--- src/rtl/m3i_pkg.sv ---
// ----------------------------------------------------------------------------
// m3i_pkg
// Shared constants for the 3x3 fixed-point matrix inverse unit.
// ----------------------------------------------------------------------------
`default_nettype none

package m3i_pkg;

  localparam int WORD_BITS   = 32;
  localparam int FRAC_BITS   = 16;
  localparam int QUEUE_DEPTH = 2;

  localparam int APB_ADDR_W = 2;
  localparam int APB_DATA_W = 32;

  localparam logic [APB_ADDR_W-1:0] ADDR_SINGULAR_MODE = 2'd0;

  localparam logic MODE_ADJUGATE = 1'b0;
  localparam logic MODE_IDENTITY = 1'b1;

endpackage

`default_nettype wire

--- src/rtl/m3i_queue.sv ---
// ----------------------------------------------------------------------------
// m3i_queue
// Short register queue between the cofactor front and the divider back.
// ----------------------------------------------------------------------------
`default_nettype none

module m3i_queue #(
  parameter int WIDTH = 8,
  parameter int DEPTH = m3i_pkg::QUEUE_DEPTH
) (
  input  wire logic             clk_i,
  input  wire logic             rst_ni,
  input  wire logic             in_valid_i,
  output logic                  in_ready_o,
  input  wire logic [WIDTH-1:0] in_data_i,
  output logic                  out_valid_o,
  input  wire logic             out_ready_i,
  output logic [WIDTH-1:0]      out_data_o
);

  localparam int PW = (DEPTH > 1) ? $clog2(DEPTH) : 1;
  localparam int CW = $clog2(DEPTH + 1);

  logic [WIDTH-1:0] mem_q [DEPTH];
  logic [PW-1:0]    wr_q, rd_q;
  logic [CW-1:0]    cnt_q;
  logic             push, pop;

  assign in_ready_o  = (cnt_q != CW'(DEPTH));
  assign out_valid_o = (cnt_q != '0);
  assign push        = in_valid_i && in_ready_o;
  assign pop         = out_valid_o && out_ready_i;
  assign out_data_o  = mem_q[rd_q];

  always_ff @(posedge clk_i) begin
    if (push) begin
      mem_q[wr_q] <= in_data_i;
    end
  end

  always_ff @(posedge clk_i or negedge rst_ni) begin
    if (!rst_ni) begin
      wr_q  <= '0;
      rd_q  <= '0;
      cnt_q <= '0;
    end else begin
      if (push) begin
        wr_q <= (wr_q == PW'(DEPTH-1)) ? '0 : wr_q + 1'b1;
      end
      if (pop) begin
        rd_q <= (rd_q == PW'(DEPTH-1)) ? '0 : rd_q + 1'b1;
      end
      cnt_q <= cnt_q + CW'(push) - CW'(pop);
    end
  end

  a_count_in_range: assert property (@(posedge clk_i) disable iff (!rst_ni)
    cnt_q <= CW'(DEPTH))
    else $error("queue count out of range");

  a_ptr_gap: assert property (@(posedge clk_i) disable iff (!rst_ni)
    (cnt_q == '0 || cnt_q == CW'(DEPTH)) |-> wr_q == rd_q)
    else $error("queue pointers disagree with count");

  a_count_step: assert property (@(posedge clk_i) disable iff (!rst_ni)
    (push && !pop) |=> cnt_q == $past(cnt_q) + 1'b1)
    else $error("queue count did not advance on push");

endmodule

`default_nettype wire

--- config.mk ---
export PLATFORM = sky130hd
export DESIGN_NAME = m3i_queue
export DESIGN_NICKNAME = d
export VERILOG_FILES = /design/src/rtl/m3i_pkg.sv /design/src/rtl/m3i_queue.sv
export SDC_FILE = /design/constraint.sdc
export NUM_CORES = 1
export LEC_CHECK = 0
export BUFFER_PORTS_ARGS = -buffer_cell sky130_fd_sc_hd__buf_2
export CAP_MARGIN = 20
export CORE_AREA = 10 10 52 54
export DETAILED_ROUTE_END_ITERATION = 8
export DIE_AREA = 0 0 62 64
export GPL_TIMING_DRIVEN = 0
export PLACE_DENSITY = 0.78
export SYNTH_ARGS = -nofsm -noshare
export SYNTH_HDL_FRONTEND = slang
export SYNTH_SLANG_ARGS = --single-unit
--- constraint.sdc ---
create_clock -name clk_i -period 2.82 [get_ports clk_i]
set_input_delay 0.141 -clock clk_i [delete_from_list [all_inputs] [get_ports clk_i]]
set_output_delay 0.141 -clock clk_i [all_outputs]
set_load 0.01 [all_outputs]
* Word level (Yosys, flattened, before mapping)
Memory sizes are Yosys's and may differ from the RTL's. Index checks and enable logic that the tools add are counted.
Operators by class: mux-type cells 4, reductions and logical operators 3, equality and inequality tests 1, add/sub/neg operators 4
Operators with widths (count):
- 2-to-1 mux 1 bit | 4
- adder 1 bit (second input constant) | 2
- adder 2 x 1 -> 2 bit | 1
- logical AND 1 bit | 2
- inequality test 2 bit (second input constant) | 1
- nonzero test 2 bit | 1
- subtractor 2 x 1 -> 2 bit | 1
Storage, ports and cells: bits in writable memories 16, word-level logic and storage cells 16, input port bits 12, bits in registers 4, output and inout port bits 10, memories 1
Memory list:
- mem_q | depth 2, width 8, read ports 1, clocked after Yosys merged registers in 0, wr ports 1, RTL line m3i_queue.sv:24 | logic [WIDTH-1:0] mem_q [DEPTH];

* Longest topological paths before layout
depth after elaboration 4, gate-level depth with buffers 5, depth with buffers taken out 5

* Worst setup path before layout
No wires, ideal clock.
path kind flip-flop to flip-flop, from register cnt_q[0], to memory mem_q[0][0] (enable), clock period less this slack 1456 ps, arrival 1085 ps, setup time 370 ps, setup slack 1364 ps, data required time 2450 ps, path buffers 0, stages on the path, launching flop included 4, cells stage by stage dfrtp_1 -> nand2b_1 -> nand2_1 -> nor2_1
Between the ends: word-level cells in the longest chain between the ends 4
RTL lines:
- start: declaration | RTL line m3i_queue.sv:26 | logic [CW-1:0] cnt_q;
- start signal: assignment | RTL line m3i_queue.sv:53 | cnt_q <= cnt_q + CW'(push) - CW'(pop);
- inequality test 2 bit | RTL line m3i_queue.sv:29 | assign in_ready_o = (cnt_q != CW'(DEPTH));
- net in_ready_o | RTL line m3i_queue.sv:14 | output logic in_ready_o,
- logical AND 1 bit | RTL line m3i_queue.sv:31 | assign push = in_valid_i && in_ready_o;
- 2-to-1 mux 1 bit | RTL line m3i_queue.sv:36 | if (push) begin
- 2-to-1 mux 1 bit (implied by the code) | RTL line m3i_queue.sv:37 | mem_q[wr_q] <= in_data_i;
- end: declaration | RTL line m3i_queue.sv:24
The timed path passes the listed nets, and every way through them passes these cells.

* Worst setup path in the final report
from register cnt_q[0], to memory mem_q[0][0] (enable)
Between the ends: word-level cells in the longest chain between the ends 4
RTL lines (RTL line):
- inequality test 2 bit | m3i_queue.sv:29
- logical AND 1 bit | m3i_queue.sv:31
- 2-to-1 mux 1 bit | m3i_queue.sv:36
- 2-to-1 mux 1 bit (implied by the code) | m3i_queue.sv:37
Every way passes these cells.

==> results.txt <==
The run finished with clean final reports. The final count of negative-setup-slack endpoints came out at 0. The highest net fanout along the worst path is 8.

The critical path data required time is about 2800 ps. Counting the fill cells in the layout gives between 100 and 150. The synthesized cell area is 798.3 µm². The number of failing hold endpoints at the final stage is 0. The maximum single-stage delay on the critical path came out at around 550 ps.

The slew at the pin with the worst max-slew slack is about 700 ps. On the final layout, the worst clock skew is between 3 and 4 ps. The initial DRC count came out at 5. The average instance in the mapped netlist occupies approximately 18 µm². The worst path arrival time is 1560 ps. The overall die height came out at between 60 and 70 µm. The die outline area came out at roughly 0.0040 mm².

The warning count from the yosys run came out at 0. Detailed placement finished with a half-perimeter wire length of roughly 1000 µm. The part of the total power dissipated in combinational logic came out at 0.356. The final wirelength came out at 1305 µm. Input and output buffers added on the ports amount to 21. The synthesized design contains 20 register bits. The part of the total power dissipated in sequential elements is 0.476. The vias per cell came out at around 4.6.

The cell sitting at the root of the clock tree is a clkbuf_4. The setup slack of the worst register-to-register path came out at ~1200 ps. Headroom to the max-slew limit came out at 0.5296.

The internal power of the cells totals between 0.0006 and 0.0007 W. The tool flagged a number of max-cap violations equal to 0. The total clock sinks is 20. The maximum vdd ir drop is between 0.5 and 0.6 mV. For this run, the share of the core covered by cells in the final layout is 0.5744. The horizontal extent of the die is roughly 62 µm. The antenna violation net count after detailed routing is 0.

The post-synthesis cell type count came out at 16. The clock latency of the later-clocked register in the worst-skew pair came out at 290 ps. The total number of vias came out at about 440. The global-route usage over all layers is 0.07251. On the critical path, the stage with the largest delay is an instance of nor2_1.

Synthesis handed over a netlist of between 40 and 50 instances. The startpoint of the tightest hold check path is in_data_i[4]. The accumulated negative setup slack came out at 0 ps. Routability-driven placement finished with a final weighted congestion of a little under 0.7.

Along the worst hold path, the cell count comes to 1. The H-tree depth is 1. The number of clock buffers added by TritonCTS is 3. The detailed-route wire length per cell came out at 13.59 µm.

The clock tree buffer depth came out at 2. The number of detailed-route iterations in the first pass came out at 4. The post-synthesis sequential area ratio came out at 0.7273. For this configuration, the core starts out at a cell density of 0.4674. The number of diodes added for antenna fixing came out at 0. The clock period could shrink to approximately 1600 ps.

The number of global-route vias before repair is around 470. The post-layout worst setup margin is ~1200 ps. The clock group share of total power is 0.168. The clock-pin slew reported for the worst setup and hold paths after clock tree synthesis is ~100 ps.

The number of antenna violations at the first check in global routing is 0. In this run the static leakage power is between 0.3 and 0.4 nW. STA classifies the critical path endpoint as a flip-flop. The placed cell area is slightly above 900 µm².

The post-route standard cell area excluding fillers is ~980 µm². The core region is ~0.0017 mm². The top cell types in the final layout, fill and taps aside, are 22 x buf_2, 16 x edfxtp_1, 8 x mux2_2, 4 x dfrtp_1.

The top-level I/O count is 22. Relative to the synthesized area, the layout overhead comes to 22.88%. Entering global routing, the biggest net connects 12 pins. The count of standard-cell rows is 15. The most frequent standard cell in the layout excluding fill and tap cells is buf_2.

The layout net count is 85. OpenSTA, run right after detailed placement, puts the worst setup slack at around 1200 ps. The register cell area after layout is 580.6 µm². In this run the worst hold path is classified as input pin to flip-flop. Walking the worst path, the cells encountered are nand2b_1 > nand2_1 > nor2_1. The detailed-route DRC error count is 0. The combined area of the multi-input logic cells came out at 212.7 µm².

The endpoint identified for the worst register-to-register timing path is mem_q[0][0]. In this run the critical register-to-register path is launched from cnt_q[0]. Setup repair after global routing left no endpoint under its margin. Summed over all nets, the switching power comes to roughly 0.00028 W. The total overflow left after global routing is 0. The share of the clock period used by the worst path after layout is 0.5761. The proportion of total power due to net switching is 0.3029. The number of max-slew violations in the final report came out at 0. The type of the worst setup path is flip-flop to flip-flop. The achievable frequency is ~620 MHz.

STA classifies the critical path startpoint as a flip-flop. For this design the ratio of total power to cell area is between 900 and 1000 mW/mm². The fraction of final layout cells sized beyond drive strength 1 is 0.5070.

The post-synth net total is 58. The endpoint of the worst hold path is mem_q[0][4]. TritonCTS built the clock tree.

The first global-routing pass estimated 2104 µm of wire. The length in cells of the worst reg-to-reg path came out at 3.
## timing repair
action,4_1_cts,5_1_grt
setup endpoints to repair,0,0
gates resized for setup,0,0
buffers inserted,0,0
hold endpoints to repair,4,0
hold buffers,1,0
## synthesized netlist by cell type
master,number,area [µm²]
a21oi_1,1,5.000
nor2_1,2,7.510
a311oi_1,1,8.760
buf_2,1,5.000
mux2_2,8,90.09
nand2_1,2,7.510
xnor2_1,3,26.28
nand2b_1,1,6.260
ha_1,1,12.51
and3_2,1,7.510
and4bb_1,1,12.51
a311oi_2,1,15.01
edfxtp_1,16,480.5
or2_1,1,6.260
dfrtp_1,4,100.1
and2b_1,1,7.510
## how the worst max path moves through the flow
stage | startpoint | end | slack, ps | depth (start not counted)
4_1_cts | cnt_q[0] | mem_q[0][0] | 1160 | 3
2_1_floorplan | cnt_q[0] | mem_q[0][0] | 1360 | 3
3_3_place_gp | cnt_q[0] | mem_q[0][3] | 1230 | 3
6_report | cnt_q[0] | mem_q[0][0] | 1200 | 3
3_5_place_dp | cnt_q[0] | mem_q[0][3] | 1180 | 3
5_1_grt | cnt_q[0] | mem_q[0][6] | 1050 | 3
## layout make-up
| class | instances | area share |
|---|---|---|
| well taps | 25 | 0.03189 |
| repair buffers | 22 | 0.1173 |
| multi-input cells | 24 | 0.2168 |
| clock buffers | 4 | 0.03699 |
| plain buffers | 1 | 0.005102 |
| flip-flops and latches | 20 | 0.5918 |
## routing by layer
metal,track usage,share of wire,vias up
li1,-,-,223
met1,0.07638,0.41,202
met2,0.1167,0.53,11
met3,0.02964,0.054,2
met4,0.04190,0.0092,0
met5,0,0,-
## kinds of logic after synthesis
logic type / count (synthesis) / share of synthesized area
adders and majority gates: 1 / 0.01567
buffers and inverters: 1 / 0.006264
and+or+nand+nor: 9 / 0.06899
DFF: 20 / 0.7273
xor gates and xnor gates: 3 / 0.03292
muxes: 8 / 0.1129
AOI/OAI and AO/OA: 3 / 0.03604
## per-stage QoR
stage          instances  power (W)  hold WS [ps]
2_1_floorplan         45  0.0006799        -154.6
3_3_place_gp          91  0.0007863        -47.02
3_5_place_dp          91  0.0007983        -47.14
4_1_cts               96  0.0009587         20.19
5_1_grt               96   0.001009         6.052
6_report              96  0.0009409         34.06
## flip-flops by register name (all words and copies together), names as in the netlist
| signal | flops |
|---|---|
| mem_q | 16 |
| wr_q | 1 |
| cnt_q | 2 |
| rd_q | 1 |
## power by group through the flow
stage | Sequential [W] | Clock [W] | Combinational (W)
floorplan | 0.000446 | 0 | 0.000234
global placement | 0.000450 | 0 | 0.000336
detailed placement | 0.000455 | 0 | 0.000343
CTS | 0.000449 | 0.000165 | 0.000345
global route | 0.000459 | 0.000179 | 0.000371
finish | 0.000448 | 0.000158 | 0.000335
## critical path: cells and delay by family, from the launching register on
| kind | cells | cell delay [ps] |
|---|---|---|
| and+or+nand+nor | 3 | 830 |
| DFF | 1 | 440 |
(Power assumes the default switching activity.)
